## src/rtl/lsf_pkg.sv

```systemverilog
// ----------------------------------------------------------------------------
// lsf_pkg
// Shared constants, types and helpers of the Laplacian stencil filter.
// ----------------------------------------------------------------------------
package lsf_pkg;

  localparam int MAX_WIDTH  = 1024;
  localparam int ADDR_W     = $clog2(MAX_WIDTH);
  localparam int CNT_W      = ADDR_W + 1;
  localparam int PIX_W      = 8;
  localparam int LAP_W      = 11;
  localparam int FW_W       = 11;
  localparam int FH_W       = 16;
  localparam int DIM_W      = (CNT_W > FW_W) ? CNT_W : FW_W;
  localparam int CFG_IDX_W  = 2;
  localparam int CFG_DATA_W = 16;

  localparam logic [CFG_IDX_W-1:0] CFG_FRAME_WIDTH  = CFG_IDX_W'(0);
  localparam logic [CFG_IDX_W-1:0] CFG_FRAME_HEIGHT = CFG_IDX_W'(1);

  localparam logic OP_PIXEL = 1'b0;
  localparam logic OP_DRAIN = 1'b1;

  localparam logic [FW_W-1:0] FRAME_WIDTH_RST  = FW_W'(1024);
  localparam logic [FH_W-1:0] FRAME_HEIGHT_RST = FH_W'(1);

  typedef struct packed {
    logic              go;
    logic              emit;
    logic              left_z;
    logic              right_z;
    logic              up_z;
    logic              down_z;
    logic              last;
    logic [ADDR_W-1:0] col;
    logic [PIX_W-1:0]  below;
  } step_ctl_t;

  typedef struct packed {
    logic              en;
    logic [ADDR_W-1:0] addr;
    logic [PIX_W-1:0]  data;
  } ram_wr_t;

  function automatic logic [CNT_W-1:0] eff_width(input logic [FW_W-1:0] fw);
    logic [DIM_W-1:0] ext;
    ext = DIM_W'(fw);
    if (fw == '0) return CNT_W'(1);
    if (ext > DIM_W'(MAX_WIDTH)) return CNT_W'(MAX_WIDTH);
    return CNT_W'(fw);
  endfunction

endpackage

```

## src/rtl/lsf_seq.sv

```systemverilog
// ----------------------------------------------------------------------------
// lsf_seq
// Configuration registers and raster counters; classifies each item.
// ----------------------------------------------------------------------------
module lsf_seq (
  input  logic                          clk,
  input  logic                          rst_n,
  input  logic                          accept,
  input  logic                          in_op,
  input  logic [lsf_pkg::PIX_W-1:0]      in_pixel,
  input  logic                          cfg_we,
  input  logic [lsf_pkg::CFG_IDX_W-1:0]  cfg_index,
  input  logic [lsf_pkg::CFG_DATA_W-1:0] cfg_data,
  output lsf_pkg::step_ctl_t            ctl,
  output logic [lsf_pkg::ADDR_W-1:0]     wr_col,
  output logic [lsf_pkg::PIX_W-1:0]      wr_val
);
  import lsf_pkg::*;

  logic [FW_W-1:0]   frame_width_r;
  logic [FH_W-1:0]   frame_height_r;
  logic [ADDR_W-1:0] in_col_r, in_col_nxt;
  logic [FH_W-1:0]   in_row_r, in_row_nxt;
  logic [ADDR_W-1:0] out_col_r, out_col_nxt;
  logic [FH_W-1:0]   out_row_r, out_row_nxt;
  logic [CNT_W-1:0]  lead_r, lead_nxt;
  logic [PIX_W-1:0]  prev_val_r;

  logic [CNT_W-1:0]  w;
  logic [FH_W-1:0]   h;
  logic              drain, inputs_done, go, emit, in_wrap;
  logic              left_z, right_z, up_z, down_z, last;
  logic [CNT_W-1:0]  in_col_inc, out_col_inc;
  logic [PIX_W-1:0]  val;

  always_comb begin
    w           = eff_width(frame_width_r);
    h           = (frame_height_r == '0) ? FH_W'(1) : frame_height_r;
    drain       = (in_op == OP_DRAIN);
    inputs_done = (in_row_r >= h);
    go          = !(drain && !inputs_done);
    val         = (!inputs_done && !drain) ? in_pixel : '0;
    in_col_inc  = CNT_W'(in_col_r) + CNT_W'(1);
    in_wrap     = (in_col_inc >= w);
    emit        = (lead_r > w);
    out_col_inc = CNT_W'(out_col_r) + CNT_W'(1);
    left_z      = (out_col_r == '0);
    right_z     = (out_col_inc >= w);
    up_z        = (out_row_r == '0);
    down_z      = ({1'b0, out_row_r} + (FH_W+1)'(1)) >= {1'b0, h};
    last        = down_z && right_z;

    in_col_nxt  = in_wrap ? '0 : in_col_inc[ADDR_W-1:0];
    in_row_nxt  = (in_wrap && !inputs_done) ? in_row_r + FH_W'(1) : in_row_r;
    lead_nxt    = emit ? lead_r : lead_r + CNT_W'(1);
    out_col_nxt = out_col_r;
    out_row_nxt = out_row_r;
    if (emit) begin
      out_col_nxt = right_z ? '0 : out_col_inc[ADDR_W-1:0];
      out_row_nxt = right_z ? out_row_r + FH_W'(1) : out_row_r;
    end
    if (emit && last) begin
      in_col_nxt  = '0;
      in_row_nxt  = '0;
      out_col_nxt = '0;
      out_row_nxt = '0;
      lead_nxt    = '0;
    end
  end

  always_ff @(posedge clk) begin
    if (!rst_n) begin
      frame_width_r  <= FRAME_WIDTH_RST;
      frame_height_r <= FRAME_HEIGHT_RST;
      in_col_r       <= '0;
      in_row_r       <= '0;
      out_col_r      <= '0;
      out_row_r      <= '0;
      lead_r         <= '0;
    end else if (cfg_we) begin
      case (cfg_index)
        CFG_FRAME_WIDTH:  frame_width_r  <= cfg_data[FW_W-1:0];
        CFG_FRAME_HEIGHT: frame_height_r <= cfg_data[FH_W-1:0];
        default: ;
      endcase
      in_col_r  <= '0;
      in_row_r  <= '0;
      out_col_r <= '0;
      out_row_r <= '0;
      lead_r    <= '0;
    end else if (accept && go) begin
      in_col_r  <= in_col_nxt;
      in_row_r  <= in_row_nxt;
      out_col_r <= out_col_nxt;
      out_row_r <= out_row_nxt;
      lead_r    <= lead_nxt;
    end
  end

  always_ff @(posedge clk) begin
    if (accept && go) begin
      prev_val_r <= val;
    end
  end

  always_comb begin
    ctl.go      = go;
    ctl.emit    = emit;
    ctl.left_z  = left_z;
    ctl.right_z = right_z;
    ctl.up_z    = up_z;
    ctl.down_z  = down_z;
    ctl.last    = last;
    ctl.col     = out_col_r;
    ctl.below   = prev_val_r;
  end

  assign wr_col = in_col_r;
  assign wr_val = val;

endmodule

```

## config.mk

```make
export PLATFORM = sky130hd
export DESIGN_NAME = lsf_seq
export DESIGN_NICKNAME = d
export VERILOG_FILES = /design/src/rtl/lsf_pkg.sv /design/src/rtl/lsf_seq.sv
export SDC_FILE = /design/constraint.sdc
export NUM_CORES = 1
export LEC_CHECK = 0
export BUFFER_PORTS_ARGS = -buffer_cell sky130_fd_sc_hd__buf_2
export CAP_MARGIN = 10
export CORE_ASPECT_RATIO = 1.5
export CORE_MARGIN = 10
export CORE_UTILIZATION = 35
export DETAILED_ROUTE_END_ITERATION = 12
export PLACE_DENSITY = 0.63
export SLEW_MARGIN = 30
export SYNTH_ARGS = -nofsm -noshare
export SYNTH_HDL_FRONTEND = slang
export SYNTH_SLANG_ARGS = --single-unit
export TNS_END_PERCENT = 100
```

## constraint.sdc

```tcl
create_clock -name clk -period 4.4 [get_ports clk]
set_clock_uncertainty 0.05 [all_clocks]
set_input_delay 0.66 -clock clk [delete_from_list [all_inputs] [get_ports clk]]
set_output_delay 0.66 -clock clk [all_outputs]
set_load 0.03 [all_outputs]
```

==> results.toml, run 1 <==
[status]
status = "complete, no violations"

[die]
start_util = 0.3565
io_pins = 74
die-width_um = 130.6
core_mm2 = 0.01802
die_h_um = 185.9
die_area_mm2 = 0.02428
num_rows = 60

[worst_setup_path]
critPathKind = "register to output pin"
critPathArrivalTime_ns = 3.38
cp-end-kind = "output pin"
cp_max_fo = 7
r2r_setup_slack_ns = 0.54
rr_worst_depth = 14
rr_endpoint = "wr_col[7]"
startpoint = "out_row_r[0]"
timing.rr.start = "wr_col[0]"
critPathLaunchType = "register"
required_ns = 3.69
worstSetupEndpoint = "ctl[18]"

[global_route]
antenna_found_initial = 0
gr-total-overflow = 0
grt_use_total = 0.1477
grt_max_degree = 30
grt_pass1_vias = 5604
grt_pass1_wl_um = 28460

[layout]
fillers = 1837
layout_common_cells = "nand2_1 (98), dfxtp_1 (90), buf_2 (73)"
area_growth_syn_to_layout_pct = 14.04
layout-drive-gt1-share = 0.1495
layout_commonest_cell = "nand2_1"
layout.nets = 935
n_antenna_cell = 0

[cts]
clock_latency_ns = 0.35
cts-root-buf = "clkbuf_16"
clkSinkCount = 98
cts_tree = "done"
clockBufferDepth = 2
cts_hold_buf = 0
h-tree-depth = 3
numCtsBuffers = 9
clk_transition_reported_paths_ns = 0.07

[timing]
relSlewSlack = 0.4579
setup_violations = 0
finalHoldViolations = 0
min_period_ns = 4.089
fin_ws_ns = 0.3110
drv_slew = 0
fmax_mhz = 244.6
hold_ws_ns = 0.4333
period_share = 0.9293
rsz0062_at_grt = "false"
worstMarginPinSlew_ns = 0.8102
setup_tns_ns = 0

[synthesis]
synth_seq_area_share = 0.3179
ys_ff_latch = 98
avgSynthCellArea_um2 = 8.397
netlist_instances = 765
syn_nets = 868
ys.flop_type = "dfxtp_1"
synth_edf_count = 8
synthDistinctLibCells = 68
async_flop_share = 0
synth_area_mm2 = 0.006424
yosys_warnings = 0

[pwr]
p_int_w = 0.001377
ir_worst_vdd_uv = 156.6
pwr-share-clk = 0.398
power_density_mw_per_mm2 = 260.0
leakagePower_nw = 3.067
swShare = 0.2769
p_sw_w = 0.0005274
pwr-share-comb = 0.118
seqPwrFrac = 0.484

[drt]
vias_per_cell = 5.425
drc = 0
drtIter0Drc = 304
wire_per_inst_um = 16.78
vias = 5712
ant_nets = 0
routed_wl_um = 17670
drt-pass1-iter-count = 5

[run]
maxCapViolCount = 0

[placement]
dp_slack_ns = 0.3164
place_congestion = 0.8442
port_buffers = 73
dpl.hpwl_um = 14050

[hold_path]
hold_path_class = "register to register"
## routing by layer
metal	vias up	GRT usage	share of wire
met1	2654	0.1440	0.37
met5	-	0	0
met4	0	0.07586	0.042
met2	108	0.2886	0.56
met3	34	0.02079	0.029
li1	2916	-	-
## layout make-up
cell class,instances,area [µm²],area share
clock buffer,11,232.7,0.03177
clock inverter,4,37.54,0.005124
inverter,33,123.9,0.01691
multi-input combinational,600,4113,0.5614
sequential,98,2042,0.2787
tap,217,271.5,0.03706
timing repair buffer,90,505.5,0.06900
## critical path, stage by stage (launching register included)
cell	delay, ns
dfxtp_1	0.44
ha_1	0.25
and3_1	0.27
and3_4	0.26
nand3_1	0.10
xnor2_1	0.16
ha_1	0.31
nand2_1	0.08
or3_1	0.41
a211oi_2	0.33
o21ai_4	0.14
inv_2	0.09
buf_2	0.20
## stage by stage
| stage | utilization | total power (W) | instances | area [µm²] |
|---|---|---|---|---|
| floorplan | - | 0.001094 | 765 | 6424 |
| global placement | 0.3888 | 0.001162 | 1036 | 7005 |
| detailed placement | 0.3892 | 0.001166 | 1036 | 7012 |
| CTS | 0.4042 | 0.001918 | 1051 | 7282 |
| global route | 0.4066 | 0.001983 | 1053 | 7326 |
| finish | 0.4066 | 0.001904 | 1053 | 7326 |
## worst min path at each step
| stage | end | depth (start not counted) | from | slack, ns |
|---|---|---|---|---|
| global placement | frame_height_r[12] | 2 | frame_height_r[12] | 0.42 |
| finish | frame_height_r[0] | 2 | frame_height_r[0] | 0.43 |
| CTS | frame_height_r[10] | 2 | frame_height_r[10] | 0.44 |
| floorplan | frame_height_r[0] | 2 | frame_height_r[0] | 0.39 |
| global route | frame_height_r[3] | 2 | frame_height_r[3] | 0.46 |
| detailed placement | frame_height_r[10] | 2 | frame_height_r[10] | 0.43 |
## state kept, by name (all words and copies together), names as in the netlist
register / cells
frame_height_r: 16
in_row_r: 16
out_row_r: 16
frame_width_r: 11
lead_r: 11
out_col_r: 10
wr_col: 10
prev_val_r: 8
## cells in the mapped netlist (12+ instances only)
cell / count / area [µm²]
a21oi_1: 51 / 255.2
a21o_1: 15 / 112.6
clkbuf_1: 19 / 71.32
nand3_1: 49 / 245.2
a21boi_0: 15 / 112.6
inv_1: 30 / 112.6
nor2_1: 49 / 183.9
nor2b_1: 12 / 75.07
o21ai_0: 20 / 100.1
nand2_1: 98 / 367.9
ha_1: 72 / 900.9
nor3_1: 16 / 80.08
xnor2_1: 21 / 183.9
xor2_1: 12 / 105.1
and3_1: 19 / 118.9
dfxtp_1: 90 / 1802
nand4_1: 17 / 106.4
## repair_timing
action,CTS,global route
resized for setup,0,3
buffers inserted,0,2
endpoints found under the setup margin,0,9
hold endpoints to repair,0,0
## power groups by stage
stage          registers, W  clock network [W]  logic, W
6_report           0.000922           0.000758  0.000224
4_1_cts            0.000923           0.000772  0.000223
3_5_place_dp       0.000943                  0  0.000223
2_1_floorplan      0.000951                  0  0.000142
3_3_place_gp       0.000943                  0  0.000219
5_1_grt            0.000924           0.000813  0.000246
## kinds of logic after synthesis
kind of cell / after synthesis / share of synthesized area
AND/OR/NAND/NOR: 313 / 0.2431
AO/OA/AOI/OAI: 170 / 0.1884
XOR/XNOR: 33 / 0.04499
adder cells (fa/ha/maj): 72 / 0.1402
buffers and inverters: 67 / 0.04655
multiplexers: 12 / 0.01889
flip-flops: 98 / 0.3179
Note: power is estimated with default switching activity, not from simulation.
==> run 2: changes to the inputs <==
--- a/config.mk
+++ b/config.mk
@@ -9,9 +9,10 @@
 export CAP_MARGIN = 10
 export CORE_ASPECT_RATIO = 1.5
 export CORE_MARGIN = 10
-export CORE_UTILIZATION = 35
+export CORE_UTILIZATION = 48
 export DETAILED_ROUTE_END_ITERATION = 12
-export PLACE_DENSITY = 0.63
+export MAX_ROUTING_LAYER = met4
+export PLACE_DENSITY = 0.75
 export SLEW_MARGIN = 30
 export SYNTH_ARGS = -nofsm -noshare
 export SYNTH_HDL_FRONTEND = slang
==> results.toml, run 2 (synthesis gave the netlist of run 1 again) <==
[layout]
area_growth_syn_to_layout_pct = 12.82
layout.nets = 931
reg_top3 = "frame_height_r (16), in_row_r (16), out_row_r (16)"
layout_commonest_cell = "nand2_1"
n_antenna_cell = 0
stdcell_area_mm2 = 0.007247
layout-drive-gt1-share = 0.1489
final_core_util = 0.5540
layout_common_cells = "nand2_1 (98), dfxtp_1 (89), buf_2 (73)"

[pwr]
ir_worst_vdd_uv = 166.7
power_density_mw_per_mm2 = 273.3
leakagePower_nw = 3.058

[worst_setup_path]
rr_worst_depth = 15
critPathMaxStageDelay_ns = 0.39
required_ns = 3.69
critPathKind = "register to output pin"
slowest_stage = "dfxtp_1"
cp_max_fo = 5
path_delay_family = "compound AO/OA/AOI/OAI gates"
path_cells = "ha_1, and3_1, and3_4, nand3_1, xnor2_1, ha_1, a21o_1, a21o_1, a21oi_1, o221ai_2, o21ai_4, inv_2, buf_2"
critPathLaunchType = "register"
crit_cells = 13
cp-end-kind = "output pin"
cp_num_buf_inv = 2
critPathArrivalTime_ns = 3.39

[timing]
setup_violations = 0
min_period_ns = 4.102
finalHoldViolations = 0
drv_slew = 0
relSlewSlack = 0.5298
worstMarginPinSlew_ns = 0.7046
setup_tns_ns = 0
rsz0062_at_grt = "false"
fmax_mhz = 243.8
period_share = 0.9322
hold_ws_ns = 0.4374

[drt]
vias = 5761
drtIter0Drc = 281
routed_wl_um = 17310
ant_nets = 0
wire_per_inst_um = 17.45
drc = 0
vias_per_cell = 5.807
drt-pass1-iter-count = 4

[die]
num_rows = 51
start_util = 0.4911
die_area_mm2 = 0.01851
core_mm2 = 0.01308
die-width_um = 114.5
io_pins = 74
die_h_um = 161.7

[status]
status = "complete, no violations"

[cts]
clock_latency_ns = 0.36
cts_setup_buffers = 0
cts-root-buf = "clkbuf_16"
cts-resized-gates = 0
clk_transition_reported_paths_ns = 0.07
clkSinkCount = 98
cts_hold_buf = 0
h-tree-depth = 3
clockBufferDepth = 2
numCtsBuffers = 9
cts_tree = "done"

[placement]
dpl-instance-area_mm2 = 0.006924
port_buffers = 73
place_congestion = 0.9773
dpl.hpwl_um = 13380

[global_route]
antenna_found_initial = 0
grt_use_total = 0.1922
grt_max_degree = 33
grt_pass1_vias = 5799
grt_pass1_wl_um = 28200
gr-total-overflow = 0

[run]
maxCapViolCount = 0

[hold_path]
hold_path_class = "register to register"
hold_depth = 2
==> run 2: changes by cell type in the layout (fill, tap and decap cells not counted), sizes merged <==
cell / before / now
inv: 34 / 36
clkbuf: 11 / 9
clkinvlp: 0 / 1
buf: 90 / 86
bufinv: 0 / 1
clkinv: 3 / 2
==> run 2: cell type report <==
| class | count | area, µm² |
|---|---|---|
| clock buffers | 9 | 225.2 |
| clock inverters | 7 | 83.83 |
| fillers | 1213 | 5834 |
| inverters | 33 | 123.9 |
| multi-input cells | 600 | 4109 |
| flip-flops and latches | 98 | 2043 |
| well taps | 159 | 198.9 |
| repair buffers | 86 | 462.9 |
==> run 2: power by group <==
| part | internal [W] | switching, W | total (W) |
|---|---|---|---|
| combinational | 0.0000724 | 0.000147 | 0.000219 |
| clock | 0.000452 | 0.000385 | 0.000838 |
| sequential | 0.000913 | 0.0000101 | 0.000923 |
==> run 2: metal layers <==
metal | global-route usage | wire (µm)
met5 | - | 0
met4 | 0.1006 | 682
met3 | 0.02839 | 509
met2 | 0.3513 | 9514
met1 | 0.1895 | 6605
==> run 2: final timing paths <==
kind                                          from                 end  slack, ns
worst max-delay path                  out_row_r[1]             ctl[18]       0.30
worst min-delay path            frame_height_r[12]  frame_height_r[12]       0.44
worst max register to register        out_row_r[1]         in_row_r[0]       0.51
worst min register to register  frame_height_r[12]  frame_height_r[12]       0.44
==> run 2: worst register-to-register path: stages, from the launching register on <==
cell      delay, ns
dfxtp_1        0.39
ha_1           0.24
and3_1         0.27
and3_4         0.26
nand3_1        0.10
xnor2_1        0.22
ha_1           0.28
a21o_1         0.18
a21o_1         0.17
a21oi_1        0.26
o221ai_2       0.19
o211ai_1       0.31
buf_4          0.24
a21oi_1        0.08
nor2_1         0.37
mux2_2         0.24
==> run 2: metrics by stage <==
step / cells / power, W / setup slack (ns)
final: 992 / 0.001980 / 0.2983
after detailed placement: 976 / 0.001160 / 0.5526
after global placement: 976 / 0.001156 / 0.6803
after CTS: 992 / 0.001990 / 0.1943
after floorplan: 765 / 0.001094 / 0.8618
after global routing: 992 / 0.002044 / 0.02133
==> run 3: changes to the inputs <==
==> constraint.sdc (replaced) <==
create_clock -name clk -period 4.4 [get_ports clk]
set_clock_uncertainty 0.05 [all_clocks]
set_input_delay 0.66 -clock clk [delete_from_list [all_inputs] [get_ports clk]]
set_output_delay 0.66 -clock clk [all_outputs]
set_load 0.1 [all_outputs]
==> results.toml, run 3 (synthesis gave the netlist of run 1 again) <==
[drt]
vias = 5780
ant_nets = 0
routed_wl_um = 17070
vias_per_cell = 5.832
drc = 0
wire_per_inst_um = 17.22
drt-pass1-iter-count = 5
drtIter0Drc = 247

[layout]
regArea_mm2 = 0.002042
fillers = 1217
layout_commonest_cell = "nand2_1"
layout_common_cells = "nand2_1 (98), dfxtp_1 (90), ha_1 (72)"
n_antenna_cell = 0
multi_input_area_mm2 = 0.004113
layout.nets = 930
layout-drive-gt1-share = 0.1478
area_growth_syn_to_layout_pct = 13.13
reg_top3 = "frame_height_r (16), in_row_r (16), out_row_r (16)"

[global_route]
gr-total-overflow = 0
grt_max_degree = 30
grt_use_total = 0.1861
antenna_found_initial = 0
grt_pass1_vias = 5798
grt_pass1_wl_um = 27450

[die]
die_h_um = 161.7
num_rows = 51
core_mm2 = 0.01308
io_pins = 74
die-width_um = 114.5
die_area_mm2 = 0.01851
start_util = 0.4911

[pwr]
leakagePower_nw = 3.063
ir_worst_vdd_uv = 138.8
power_density_mw_per_mm2 = 284.8
power.total_w = 0.002070

[cts]
clk_transition_reported_paths_ns = 0.07
clock_latency_ns = 0.35
numCtsBuffers = 9
cts_hold_buf = 0
clkSinkCount = 98
h-tree-depth = 3
cts_tree = "done"
clockBufferDepth = 2
cts_setup_buffers = 0
cts-root-buf = "clkbuf_16"

[run]
maxCapViolCount = 0

[placement]
dpl.hpwl_um = 13160
port_buffers = 73
place_congestion = 0.9166
dp_slack_ns = 0.3486

[timing]
min_period_ns = 4.220
finalHoldViolations = 0
relSlewSlack = 0.4786
hold_ws_ns = 0.4352
fin_ws_ns = 0.1798
worstMarginPinSlew_ns = 0.7805
fmax_mhz = 237.0
rsz0062_at_grt = "true"
period_share = 0.9591
drv_slew = 0
setup_violations = 0

[hold_path]
hold_path_class = "register to register"
hold_depth = 2

[worst_setup_path]
rr_worst_depth = 15
critPathLaunchType = "register"
critPathArrivalTime_ns = 3.51
required_ns = 3.69
critPathKind = "register to output pin"
cp-end-kind = "output pin"
cp_max_fo = 7

[status]
status = "complete, no violations"
-- run 3: cell types whose count changed in the layout (fill, tap and decap cells not counted), sizes merged --
cell,change
clkbuf,+5
buf,-4
inv,-4
clkinv,+2
-- run 3: final timing paths --
path                     startpoint           endpoint  slack [ns]
setup / recovery       out_row_r[0]            ctl[18]        0.18
hold / removal    frame_height_r[0]  frame_height_r[0]        0.44
setup reg to reg       out_row_r[0]        in_row_r[2]        0.47
hold reg to reg   frame_height_r[0]  frame_height_r[0]        0.44
-- run 3: timing repair --
| action | CTS | global route |
|---|---|---|
| pin swaps | 0 | 1 |
| setup endpoints to repair | 1 | 9 |
| resized for setup | 1 | 6 |
-- run 3: through the flow --
step,TNS [ns],cell area (µm²),utilization,std cells
2_1_floorplan,0,6424,-,765
3_3_place_gp,0,6910,0.5283,975
3_5_place_dp,0,6917,0.5287,975
4_1_cts,0,7243,0.5537,991
5_1_grt,-0.04206,7267,0.5555,991
6_report,0,7267,0.5555,991
-- run 3: layer usage --
layer	GRT usage	wire length [µm]	up-vias
li1	-	-	2902
met1	0.1822	6523	2731
met2	0.3436	9399	100
met3	0.02397	469	47
met4	0.09886	673	0
met5	-	0	-
-- run 3: layout make-up --
type                       instances  share of cell area
clock inverter                     5            0.008264
tap                              159             0.02738
inverter                          33             0.01705
clock buffer                      11             0.03633
timing repair buffer              85             0.06405
multi-input combinational        600              0.5659
sequential                        98              0.2810
-- run 3: critical path, stage by stage (launching register included) --
cell	delay, ns
dfxtp_1	0.44
ha_1	0.26
and3_1	0.27
and3_4	0.26
nand3_1	0.10
xnor2_1	0.16
ha_1	0.31
nand2_1	0.08
or3_1	0.41
a211oi_2	0.34
o21ai_4	0.14
inv_2	0.09
buf_4	0.29
-- run 3: power breakdown --
| part | switching, W | internal (W) | total [W] |
|---|---|---|---|
| Clock | 0.000356 | 0.000492 | 0.000848 |
| Combinational | 0.000224 | 0.0000735 | 0.000297 |
| Sequential | 0.0000103 | 0.000914 | 0.000924 |
| Total | 0.000591 | 0.00148 | 0.00207 |
