$ cat config.mk
export PLATFORM = sky130hd
export DESIGN_NAME = lsf_stencil
export DESIGN_NICKNAME = d
export VERILOG_FILES = /design/src/rtl/lsf_pkg.sv /design/src/rtl/lsf_stencil.sv
export SDC_FILE = /design/constraint.sdc
export NUM_CORES = 1
export LEC_CHECK = 0
export BUFFER_PORTS_ARGS = -buffer_cell sky130_fd_sc_hd__buf_2
export CAP_MARGIN = 20
export CORE_UTILIZATION = 35
export CTS_CLUSTER_DIAMETER = 100
export CTS_CLUSTER_SIZE = 28
export DETAILED_ROUTE_END_ITERATION = 16
export HOLD_SLACK_MARGIN = 0.08
export PLACE_DENSITY = 0.68
export SETUP_SLACK_MARGIN = 0.1
export SYNTH_ARGS = -nofsm -noshare
export SYNTH_HDL_FRONTEND = slang
export SYNTH_SLANG_ARGS = --single-unit
$ cat constraint.sdc
create_clock -name clk -period 3.55 [get_ports clk]
set_input_delay 0.355 -clock clk [delete_from_list [all_inputs] [get_ports clk]]
set_output_delay 0.355 -clock clk [all_outputs]
set_load 0.02 [all_outputs]
$ cat src/rtl/lsf_pkg.sv
// ----------------------------------------------------------------------------
// lsf_pkg
// Shared constants, types and helpers of the Laplacian stencil filter.
// ----------------------------------------------------------------------------
package lsf_pkg;

  localparam int MAX_WIDTH  = 1024;
  localparam int ADDR_W     = $clog2(MAX_WIDTH);
  localparam int CNT_W      = ADDR_W + 1;
  localparam int PIX_W      = 8;
  localparam int LAP_W      = 11;
  localparam int FW_W       = 11;
  localparam int FH_W       = 16;
  localparam int DIM_W      = (CNT_W > FW_W) ? CNT_W : FW_W;
  localparam int CFG_IDX_W  = 2;
  localparam int CFG_DATA_W = 16;

  localparam logic [CFG_IDX_W-1:0] CFG_FRAME_WIDTH  = CFG_IDX_W'(0);
  localparam logic [CFG_IDX_W-1:0] CFG_FRAME_HEIGHT = CFG_IDX_W'(1);

  localparam logic OP_PIXEL = 1'b0;
  localparam logic OP_DRAIN = 1'b1;

  localparam logic [FW_W-1:0] FRAME_WIDTH_RST  = FW_W'(1024);
  localparam logic [FH_W-1:0] FRAME_HEIGHT_RST = FH_W'(1);

  typedef struct packed {
    logic              go;
    logic              emit;
    logic              left_z;
    logic              right_z;
    logic              up_z;
    logic              down_z;
    logic              last;
    logic [ADDR_W-1:0] col;
    logic [PIX_W-1:0]  below;
  } step_ctl_t;

  typedef struct packed {
    logic              en;
    logic [ADDR_W-1:0] addr;
    logic [PIX_W-1:0]  data;
  } ram_wr_t;

  function automatic logic [CNT_W-1:0] eff_width(input logic [FW_W-1:0] fw);
    logic [DIM_W-1:0] ext;
    ext = DIM_W'(fw);
    if (fw == '0) return CNT_W'(1);
    if (ext > DIM_W'(MAX_WIDTH)) return CNT_W'(MAX_WIDTH);
    return CNT_W'(fw);
  endfunction

endpackage

$ cat src/rtl/lsf_stencil.sv
// ----------------------------------------------------------------------------
// lsf_stencil
// Pixel window, row-above write-back with forwarding, stencil sum and the
// output register.
// ----------------------------------------------------------------------------
module lsf_stencil (
  input  logic                           clk,
  input  logic                           rst_n,
  input  logic                           cfg_we,
  input  logic                           take,
  input  lsf_pkg::step_ctl_t             ctl,
  input  logic [lsf_pkg::PIX_W-1:0]       centre_rdata,
  input  logic [lsf_pkg::PIX_W-1:0]       above_rdata,
  output lsf_pkg::ram_wr_t               above_wr,
  output logic                           in_stall,
  output logic                           out_valid,
  input  logic                           out_stall,
  output logic signed [lsf_pkg::LAP_W-1:0] out_laplacian,
  output logic                           out_last_of_frame
);
  import lsf_pkg::*;

  step_ctl_t          s1_r;
  logic               s1_valid_r;
  logic               fwd_r;
  logic [PIX_W-1:0]   fwd_data_r;
  logic [PIX_W-1:0]   win1_r, win2_r;
  logic               out_valid_r;
  logic signed [LAP_W-1:0] lap_r;
  logic               last_r;

  logic               out_free, s1_adv;
  logic [PIX_W-1:0]   above, up, down, left, right, centre;
  logic [LAP_W-1:0]   sum4;
  logic signed [LAP_W-1:0] lap_nxt;

  always_comb begin
    out_free = !out_valid_r || !out_stall;
    s1_adv   = s1_valid_r && out_free;
    in_stall = s1_valid_r && !out_free;

    above  = fwd_r ? fwd_data_r : above_rdata;
    centre = win2_r;
    left   = s1_r.left_z  ? '0 : win1_r;
    right  = s1_r.right_z ? '0 : centre_rdata;
    up     = s1_r.up_z    ? '0 : above;
    down   = s1_r.down_z  ? '0 : s1_r.below;
    sum4   = LAP_W'(up) + LAP_W'(down) + LAP_W'(left) + LAP_W'(right);
    lap_nxt = $signed(sum4 - (LAP_W'(centre) << 2));

    above_wr.en   = s1_adv && s1_r.emit;
    above_wr.addr = s1_r.col;
    above_wr.data = win2_r;
  end

  always_ff @(posedge clk) begin
    if (!rst_n) begin
      s1_valid_r  <= 1'b0;
      out_valid_r <= 1'b0;
      win1_r      <= '0;
      win2_r      <= '0;
    end else begin
      if (take) begin
        s1_valid_r <= 1'b1;
      end else if (s1_adv) begin
        s1_valid_r <= 1'b0;
      end
      if (cfg_we) begin
        win1_r <= '0;
        win2_r <= '0;
      end else if (s1_adv) begin
        if (s1_r.emit && s1_r.last) begin
          win1_r <= '0;
          win2_r <= '0;
        end else begin
          win1_r <= win2_r;
          win2_r <= centre_rdata;
        end
      end
      if (s1_adv && s1_r.emit) begin
        out_valid_r <= 1'b1;
      end else if (!out_stall) begin
        out_valid_r <= 1'b0;
      end
    end
  end

  always_ff @(posedge clk) begin
    if (take) begin
      s1_r       <= ctl;
      fwd_r      <= above_wr.en && (above_wr.addr == ctl.col);
      fwd_data_r <= win2_r;
    end
    if (s1_adv && s1_r.emit) begin
      lap_r  <= lap_nxt;
      last_r <= s1_r.last;
    end
  end

  assign out_valid         = out_valid_r;
  assign out_laplacian     = lap_r;
  assign out_last_of_frame = last_r;

endmodule

==> out/results.ini, run 1 <==
[finish]
drive_gt1_share_pct=37.5
utilization_pct=46.4
final_nets=482
antennaDiodeCount=0
area_growth_pct=29.1

[logic_synthesis]
synth_cell_types=38
yosysWarningCount=0
syn_area_per_cell_sq_um=11.5
ys_seq_area_share_pct=48.9
syn-num-nets=385
syn_inst=303
ys_ff_latch=63
syn_area_sq_um=3500

[drt]
drt-vias-per-instance=4.57
drc=0
wl_met2_mm=3.64
highest_layer=met4
routed_wl_mm=7.43
wire_per_inst_um=13.8
wl_met1_mm=3.22
drt_iter0_drc=70
met3_length_um=506
num_vias=2460
antenna_left=0
dr.pass1.iters=4

[grt]
grt_pass1_vias=2591
overflow=0
grt_max_degree=35
grt_pass1_wl_mm=12.4
grt_usage_pct=15.8
antenna_found_initial=0

[hold_path]
hold_path_class=input pin to flop
min-delay-start=ctl[19]
whs_endpoint=s1_r[19]
whs_path_depth=1

[timing]
hold_violations=0
worst_slew_pin_slew_ns=0.766
fin_skew_ns=0.00627
rsz0062_at_grt=yes
fmax_ghz=0.261
fin_crit_sh_pct=108
post-route-min-period_ns=3.83
setup_tns_ns=-0.978
timing.hold.ws_ns=0.174
maxSlewViolCount=0
setup_slack_ns=-0.280
finalSetupViolations=5
maxSlewHeadroom_pct=48.9

[worst_setup_path]
crit_buf_inv=3
start_kind=flop
slowest_stage=fa_1
reg2reg_to=out_laplacian[9]
end_kind=flop
setup.worst_path.class=flop to flop
max_stage_delay_ns=0.53
cp_common_cell=fa_1
critPathMaxFanout=7
crit_required_ns=3.65
r2r_slack_ns=-0.28
reg2reg_from=fwd_r
cp_top_family=adder cells
cp_cell_sequence=buf_6 -> mux2i_1 -> nor2_1 -> fa_1 -> fa_1 -> inv_2 -> fa_1 -> inv_2 -> fa_2 -> a21oi_4 -> o211ai_1 -> o41ai_2 -> xnor2_1
cp.arrival_ns=3.93
r2r_cells=13

[outcome]
violations=setup timing
status=complete, but fails checks

[die]
start_util_pct=35.9
die_h_um=102
core_area_sq_um=9730
rows=36
die_width_um=102
ios=79
die_area_sq_um=10400

[cts]
clk_pin_slew_ns=0.08
root_buffer=clkbuf_8
numCtsBuffers=9
clockBufferDepth=2
cts_tree=yes
htree_levels=3
clock_latency_ns=0.35
cts_sinks=63

[flow_run]
maxCapViolCount=0

[pwr]
powerDensity_nw_per_um2=564
peakVddDrop_mv=0.244
leakagePower_uw=0.00186

[placed_design]
portBuffers=77
gp_congestion=0.764
dp_hpwl_mm=5.64

[layout by cell type (no fill, tap or decap), drive strengths merged, types with 2 or more instances in the layout]
cell      count
a21oi        19
ha           15
inv          38
nand4         2
fa           21
nand2b       13
nor3          5
a21o          2
xor2          3
bufinv        2
clkinvlp      2
nor2         10
nor2b        13
and3          3
nand3        19
dfxtp        18
buf         103
clkinv        3
clkbuf        9
xnor2        14
a2111oi       2
or2           2
nand2        22
mux2i         8
edfxtp       45
and2          2
[cells in the mapped netlist (all sizes together)]
cell     number  share of area [%]
clkbuf        4               0.43
nand2b       13                2.3
o21a          1               0.21
o41ai         1               0.25
o2111a        1               0.32
edfxtp       45                 39
nand2        22                2.4
fa           21                 12
or3           1               0.18
nor2         10                1.1
xnor2        14                3.5
nor3          5               0.86
dfxtp        18                 10
buf          13                2.6
or2           2               0.36
a21boi        1               0.21
a2111oi       2                1.0
xor2          3               0.75
nand3b        1               0.21
mux2i         8                2.3
nand4         2               0.36
nor2b        13                2.3
o221ai        1               0.25
o211ai        1               0.21
a21o          2               0.43
and2          2               0.39
inv          38                4.1
ha           15                5.4
and3          3               0.82
a21oi        19                2.7
nand3        19                2.7
o21bai        1               0.21
nor4          1               0.18
[timing repair]
| action | in CTS | in global routing |
|---|---|---|
| setup endpoints to repair | 8 | 8 |
| hold buffers | 0 | 0 |
| resized for setup | 8 | 17 |
| pin swaps | 2 | 22 |
| cloned | 0 | 0 |
| hold endpoints to repair | 0 | 0 |
| setup buffers | 2 | 1 |
[routing by layer]
| layer | track usage, % | up-vias |
|---|---|---|
| met3 | 4.99 | 9 |
| met1 | 18.9 | 1170 |
| met2 | 27.3 | 76 |
| met4 | 4.95 | 0 |
| met5 | 0 | - |
| li1 | - | 1205 |
[report_power, final]
group	leakage (uW)	switching (uW)	internal (uW)
registers	0.000583	23.8	872
clock network	0.000105	302	396
logic	0.00118	473	480
total	0.00186	799	1750
[how the worst max path moves through the flow]
stage | from | endpoint | slack (ns) | depth (start not counted)
2_1_floorplan | fwd_r | out_laplacian[10] | -0.09 | 13
3_3_place_gp | fwd_r | out_laplacian[9] | -0.35 | 12
3_5_place_dp | fwd_r | out_laplacian[9] | -0.40 | 13
4_1_cts | fwd_r | out_laplacian[10] | -0.27 | 13
5_1_grt | fwd_r | out_laplacian[9] | -0.43 | 13
6_report | fwd_r | out_laplacian[9] | -0.28 | 13
[kinds of logic (layout without fill, tap and decap cells)]
family	count (synthesis)	count (layout)	synth area share, %
simple gates	94	94	14.2
flops	63	63	48.9
buf+inv	55	157	7.08
fa+ha+maj	36	36	17.4
compound gates	30	30	5.87
xor+xnor	17	17	4.26
mux	8	8	2.29
[layout make-up]
class / count / area, sq um
timing repair buffer: 103 / 596
inverter: 38 / 143
clock buffer: 9 / 124
sequential: 63 / 1710
clock inverter: 7 / 97.6
multi-input combinational: 185 / 1680
tap: 133 / 166
fill: 956 / 5210
[stage by stage]
stage                     instances  total power, uW  setup slack (ns)  cell area [sq um]
after floorplan                 303             1490           -0.0855               3570
after global routing            538             2710            -0.426               4520
after CTS                       537             2520            -0.273               4460
after global placement          519             1720            -0.345               4180
final                           538             2550            -0.280               4520
after detailed placement        519             1750            -0.404               4180
[registers in the layout (all words and copies together) (netlist names)]
name / cells
centre: 8
s1_r: 14
fwd_r: 1
out_valid: 1
above_wr: 10
fwd_data_r: 8
s1_valid_r: 1
win1_r: 8
out_last_of_frame: 1
out_laplacian: 11
(Power assumes the default switching activity.)
==> run 2: changes to the inputs <==
- SKIP_LAST_GASP: unset -> 1
==> run 2 against run 1 <==
Against the previous run: the flow still finishes with violations (setup timing); die area unchanged; utilization down 0.12 points; register-to-register slack about the same; clock skew up 0.0012 ns.
==> out/results.ini, run 2 (synthesized netlist as in run 1, its figures left out) <==
[die]
die_width_um=102  ; unchanged
die_area_sq_um=10400  ; unchanged
rows=36  ; unchanged
ios=79  ; unchanged
die_h_um=102  ; unchanged
core_area_sq_um=9730  ; unchanged
start_util_pct=35.9  ; unchanged

[finish]
antennaDiodeCount=0  ; unchanged
multiInputGateArea_sq_um=1670  ; was 1680 sq um
layout_commonest_cell=buf_2  ; unchanged
design_area_sq_um=4500  ; was 4520 sq um
regArea_sq_um=1710  ; unchanged
largest_reg_flops=14  ; unchanged
mostFrequentLayoutCells=buf_2 (77), edfxtp_1 (45), inv_1 (33), buf_4 (23), nand2_1 (22)  ; was buf_2 (77), edfxtp_1 (45), inv_1 (30), nand2_1 (22), buf_4 (22)
final_nets=482  ; unchanged
drive_gt1_share_pct=36.3  ; was 37.5%
layout.cells.non_filler=538  ; unchanged
area_growth_pct=28.8  ; was 29.1%
top_register=s1_r  ; unchanged
fillers=955  ; was 956

[pwr]
powerDensity_nw_per_um2=559  ; was 564 nW/um^2
peakVddDrop_mv=0.243  ; was 0.244 mV
leakagePower_uw=0.00187  ; was 0.00186 uW

[cts]
cts_hold_buf=0  ; unchanged
numCtsBuffers=9  ; unchanged
clockBufferDepth=2  ; unchanged
root_buffer=clkbuf_8  ; unchanged
htree_levels=3  ; unchanged
clk_pin_slew_ns=0.08  ; about the same
cts_sinks=63  ; unchanged
clock_latency_ns=0.34  ; was 0.35 ns
cts_tree=yes  ; unchanged

[timing]
setup_tns_ns=-0.975  ; was -0.978 ns
setup_slack_ns=-0.279  ; was -0.280 ns
finalSetupViolations=5  ; unchanged
post-route-min-period_ns=3.83  ; about the same
worst_slew_pin_slew_ns=0.771  ; was 0.766 ns
maxSlewViolCount=0  ; unchanged
maxSlewHeadroom_pct=48.6  ; was 48.9%
fin_skew_ns=0.00744  ; was 0.00627 ns
rsz0062_at_grt=yes  ; unchanged
hold_violations=0  ; unchanged
fmax_ghz=0.261  ; about the same
fin_crit_sh_pct=108  ; about the same

[worst_setup_path]
setup.worst_path.class=flop to flop  ; unchanged
cp_cell_sequence=buf_6 -> mux2i_1 -> nor2_1 -> fa_1 -> fa_1 -> inv_2 -> fa_1 -> inv_2 -> fa_2 -> a21oi_4 -> o211ai_1 -> o41ai_2 -> xnor2_1  ; unchanged
end_kind=flop  ; unchanged
max_stage_delay_ns=0.53  ; about the same
cp_common_cell=fa_1  ; unchanged
start_kind=flop  ; unchanged
critPathMaxFanout=7  ; unchanged
slowest_stage=fa_1  ; unchanged
cp.arrival_ns=3.92  ; was 3.93 ns
crit_required_ns=3.65  ; about the same

[grt]
grt_max_degree=35  ; unchanged
antenna_found_initial=0  ; unchanged
grt_usage_pct=15.8  ; unchanged
overflow=0  ; unchanged
grt_pass1_vias=2591  ; unchanged
grt_pass1_wl_mm=12.4  ; unchanged

[outcome]
violations=setup timing  ; unchanged
status=complete, but fails checks  ; unchanged

[drt]
drc=0  ; unchanged
drt-vias-per-instance=4.57  ; about the same
drt_iter0_drc=81  ; was 70
dr.pass1.iters=4  ; unchanged
routed_wl_mm=7.35  ; was 7.43 mm
num_vias=2456  ; was 2460
wire_per_inst_um=13.7  ; was 13.8 um
antenna_left=0  ; unchanged

[placed_design]
portBuffers=77  ; unchanged
dpl_cell_area_sq_um=4180  ; unchanged
gp_congestion=0.764  ; unchanged
dp_cells=519  ; unchanged
dp_hpwl_mm=5.64  ; unchanged

[hold_path]
hold_path_class=input pin to flop  ; unchanged

[flow_run]
maxCapViolCount=0  ; unchanged

## run 2: cell counts in the layout (fill, tap and decap cells not counted)
No cell type changed its count.
## run 2: cell type report
class / instances / share of cell area, %
Sequential cell: 63 / 38.0
Tap cell: 133 / 3.69
Clock buffer: 9 / 2.75
Clock inverter: 7 / 2.17
Inverter: 38 / 3.17
Multi-Input combinational cell: 185 / 37.1
Timing Repair Buffer: 103 / 13.1
## run 2: path summary, 6_finish.rpt
kind / from / cells after the start / to / slack (ns)
setup / recovery: fwd_r / 13 / out_laplacian[9] / -0.28
setup reg to reg: fwd_r / 13 / out_laplacian[9] / -0.28
hold / removal: ctl[19] / 1 / s1_r[19] / 0.18
hold reg to reg: win1_r[3] / 2 / win1_r[3] / 0.45
## run 2: where the power goes
part	total, uW	internal (uW)	leakage [uW]	switching [uW]
clock network	695	396	0.000105	299
logic	929	466	0.00118	462
registers	896	872	0.000583	23.9
## run 2: critical path: cells and delay by family, from the launching register on
family	cells	cell delay, ns
compound gates	3	0.68
xor+xnor	1	0.09
fa+ha+maj	4	1.95
buf+inv	3	0.26
flops	1	0.38
mux	1	0.14
simple gates	1	0.07
## run 2: what timing repair did
action,in CTS,in global routing
pin swaps,2,20
gates resized for setup,7,12
endpoints found under the setup margin,8,8
endpoints found under the hold margin,0,0
setup buffers,2,1
## run 2: layer usage
| metal | share of wire (%) | up-vias | GRT usage [%] |
|---|---|---|---|
| li1 | - | 1204 | - |
| met3 | 6.1 | 10 | 4.99 |
| met4 | 1.1 | 0 | 4.95 |
| met2 | 49 | 72 | 27.3 |
| met5 | 0 | - | 0 |
| met1 | 44 | 1170 | 18.9 |
## run 2: metrics by stage
| step | util, % | setup slack [ns] | hold slack (ns) | power, uW |
|---|---|---|---|---|
| 2_1_floorplan | - | -0.0855 | 0.426 | 1490 |
| 3_3_place_gp | 43.0 | -0.345 | 0.435 | 1720 |
| 3_5_place_dp | 43.0 | -0.404 | 0.439 | 1750 |
| 4_1_cts | 45.8 | -0.273 | 0.155 | 2510 |
| 5_1_grt | 46.3 | -0.427 | 0.155 | 2690 |
| 6_report | 46.3 | -0.279 | 0.180 | 2520 |
==> run 3: changes to the inputs <==
- RECOVER_POWER: unset -> 25
==> run 3 against run 2 <==
Against the previous run: the run still ends with setup timing left; design area is 0.78% lower; clock skew rose by 0.0013 ns; sequential cell count unchanged; fmax hardly changed; sequential power barely moved; sequential share of layout area increased by 0.30 points; utilization shrank 0.36 points; register-to-register slack hardly changed; via count is 0.57% higher; cell count did not move; clock-buffer cell count unchanged; die area stayed put; critical path type unchanged; largest cell class unchanged.
==> out/results.ini, run 3 (synthesized netlist as in run 1, its figures left out) <==
[worst_setup_path]
cp_top_family=adder cells  ; unchanged
slowest_stage=fa_1  ; unchanged
crit_start=fwd_r  ; unchanged
reg2reg_from=fwd_r  ; unchanged
crit_buf_inv=3  ; unchanged
r2r_slack_ns=-0.28  ; about the same
critPathMaxFanout=7  ; unchanged
setup.worst_path.class=flop to flop  ; unchanged
cp-endpoint=out_laplacian[9]  ; unchanged
cp.arrival_ns=3.92  ; about the same
start_kind=flop  ; unchanged
crit_cells=13  ; unchanged
cp_common_cell=fa_1  ; unchanged
reg2reg_to=out_laplacian[9]  ; unchanged
crit_required_ns=3.64  ; was 3.65 ns
max_stage_delay_ns=0.53  ; about the same
end_kind=flop  ; unchanged
cp_cell_sequence=buf_6 -> mux2i_1 -> nor2_1 -> fa_1 -> fa_1 -> inv_2 -> fa_1 -> inv_2 -> fa_2 -> a21oi_4 -> o211ai_1 -> o41ai_2 -> xnor2_1  ; unchanged
r2r_cells=13  ; unchanged

[timing]
worst_slew_pin_slew_ns=0.764  ; was 0.771 ns
maxSlewHeadroom_pct=49.0  ; was 48.6%
fin_crit_sh_pct=108  ; about the same
fmax_ghz=0.261  ; about the same
maxSlewViolCount=0  ; unchanged
finalSetupViolations=5  ; unchanged
fin_skew_ns=0.00872  ; was 0.00744 ns
setup_tns_ns=-0.991  ; was -0.975 ns
setup_slack_ns=-0.280  ; was -0.279 ns
rsz0062_at_grt=yes  ; unchanged
post-route-min-period_ns=3.83  ; about the same
hold_violations=0  ; unchanged
timing.hold.ws_ns=0.181  ; was 0.180 ns

[pwr]
powerDensity_nw_per_um2=563  ; was 559 nW/um^2
p_int_uw=1730  ; about the same
peakVddDrop_mv=0.244  ; was 0.243 mV
combPwrFrac_pct=36.8  ; was 36.9%
sequentialPowerShare_pct=35.6  ; about the same
clock_power_share_pct=27.6  ; about the same
leakagePower_uw=0.00181  ; was 0.00187 uW
p_switching_uw=785  ; about the same
power.switching_fraction_pct=31.2  ; about the same

[cts]
htree_levels=3  ; unchanged
cts_hold_buf=0  ; unchanged
cts_tree=yes  ; unchanged
clock_latency_ns=0.34  ; about the same
root_buffer=clkbuf_8  ; unchanged
numCtsBuffers=9  ; unchanged
clk_pin_slew_ns=0.08  ; about the same
cts_sinks=63  ; unchanged
clockBufferDepth=2  ; unchanged

[die]
die_h_um=102  ; unchanged
core_area_sq_um=9730  ; unchanged
start_util_pct=35.9  ; unchanged
die_width_um=102  ; unchanged
ios=79  ; unchanged
die_area_sq_um=10400  ; unchanged
rows=36  ; unchanged

[placed_design]
gp_congestion=0.764  ; unchanged
dp_hpwl_mm=5.64  ; unchanged
dpl_cell_area_sq_um=4180  ; unchanged
portBuffers=77  ; unchanged

[drt]
dr.pass1.iters=4  ; unchanged
antenna_left=0  ; unchanged
routed_wl_mm=7.39  ; was 7.35 mm
drt-vias-per-instance=4.59  ; was 4.57
drt_iter0_drc=71  ; was 81
wire_per_inst_um=13.7  ; about the same
drc=0  ; unchanged
num_vias=2470  ; was 2456

[outcome]
violations=setup timing  ; unchanged
status=complete, but fails checks  ; unchanged

[grt]
grt_pass1_vias=2591  ; unchanged
overflow=0  ; unchanged
grt_max_degree=35  ; unchanged
antenna_found_initial=0  ; unchanged
grt_pass1_wl_mm=12.4  ; unchanged
grt_usage_pct=15.8  ; unchanged

[finish]
layout_commonest_cell=buf_2  ; unchanged
utilization_pct=45.9  ; was 46.3%
design_area_sq_um=4470  ; was 4500 sq um
area_growth_pct=27.8  ; was 28.8%
antennaDiodeCount=0  ; unchanged
fillers=965  ; was 955
regArea_sq_um=1710  ; unchanged
top_register=s1_r  ; unchanged
largest_reg_flops=14  ; unchanged
mostFrequentLayoutCells=buf_2 (67), edfxtp_1 (45), inv_1 (33), nand2_1 (22), fa_1 (20)  ; was buf_2 (77), edfxtp_1 (45), inv_1 (33), buf_4 (23), nand2_1 (22)
multiInputGateArea_sq_um=1670  ; unchanged
final_nets=482  ; unchanged
drive_gt1_share_pct=32.3  ; was 36.3%

[hold_path]
hold_path_class=input pin to flop  ; unchanged

[flow_run]
maxCapViolCount=0  ; unchanged

-- run 3: layer usage --
| metal | global-route usage [%] | wire length (um) |
|---|---|---|
| met5 | 0 | 0 |
| met2 | 27.3 | 3610 |
| met1 | 18.9 | 3270 |
| met3 | 4.99 | 452 |
| met4 | 4.95 | 51 |
-- run 3: stage by stage --
stage | worst slack [ns] | total power [uW] | instances
after floorplan | -0.0855 | 1490 | 303
after global placement | -0.345 | 1720 | 519
after detailed placement | -0.404 | 1750 | 519
after CTS | -0.273 | 2510 | 537
after global routing | -0.427 | 2690 | 538
final | -0.280 | 2520 | 538
-- run 3: power by group through the flow --
stage                     Sequential [uW]  Combinational, uW  Clock [uW]
after floorplan                       933                561           0
after global placement                913                808           0
after detailed placement              914                834           0
after CTS                             897                898         720
after global routing                  902               1040         746
final                                 896                926         695
-- run 3: timing repair --
action	in CTS	in global routing
setup endpoints to repair	8	8
buffers inserted	2	1
pin swaps	2	20
gates resized for setup	7	12
-- run 3: worst min-delay path by stage --
stage,start,end,depth (start not counted)
floorplan,s1_r[18],out_last_of_frame,0
global placement,win1_r[7],win1_r[7],2
detailed placement,win1_r[3],win1_r[3],2
CTS,ctl[7],s1_r[7],1
global route,ctl[22],s1_r[22],1
finish,ctl[18],s1_r[18],1
-- run 3: layout make-up --
type | instances | area share (%)
clock buffers | 9 | 2.77
clock inverters | 7 | 2.18
inverters | 38 | 3.19
multi-input cells | 185 | 37.4
flip-flops and latches | 63 | 38.3
well taps | 133 | 3.72
repair buffers | 103 | 12.5
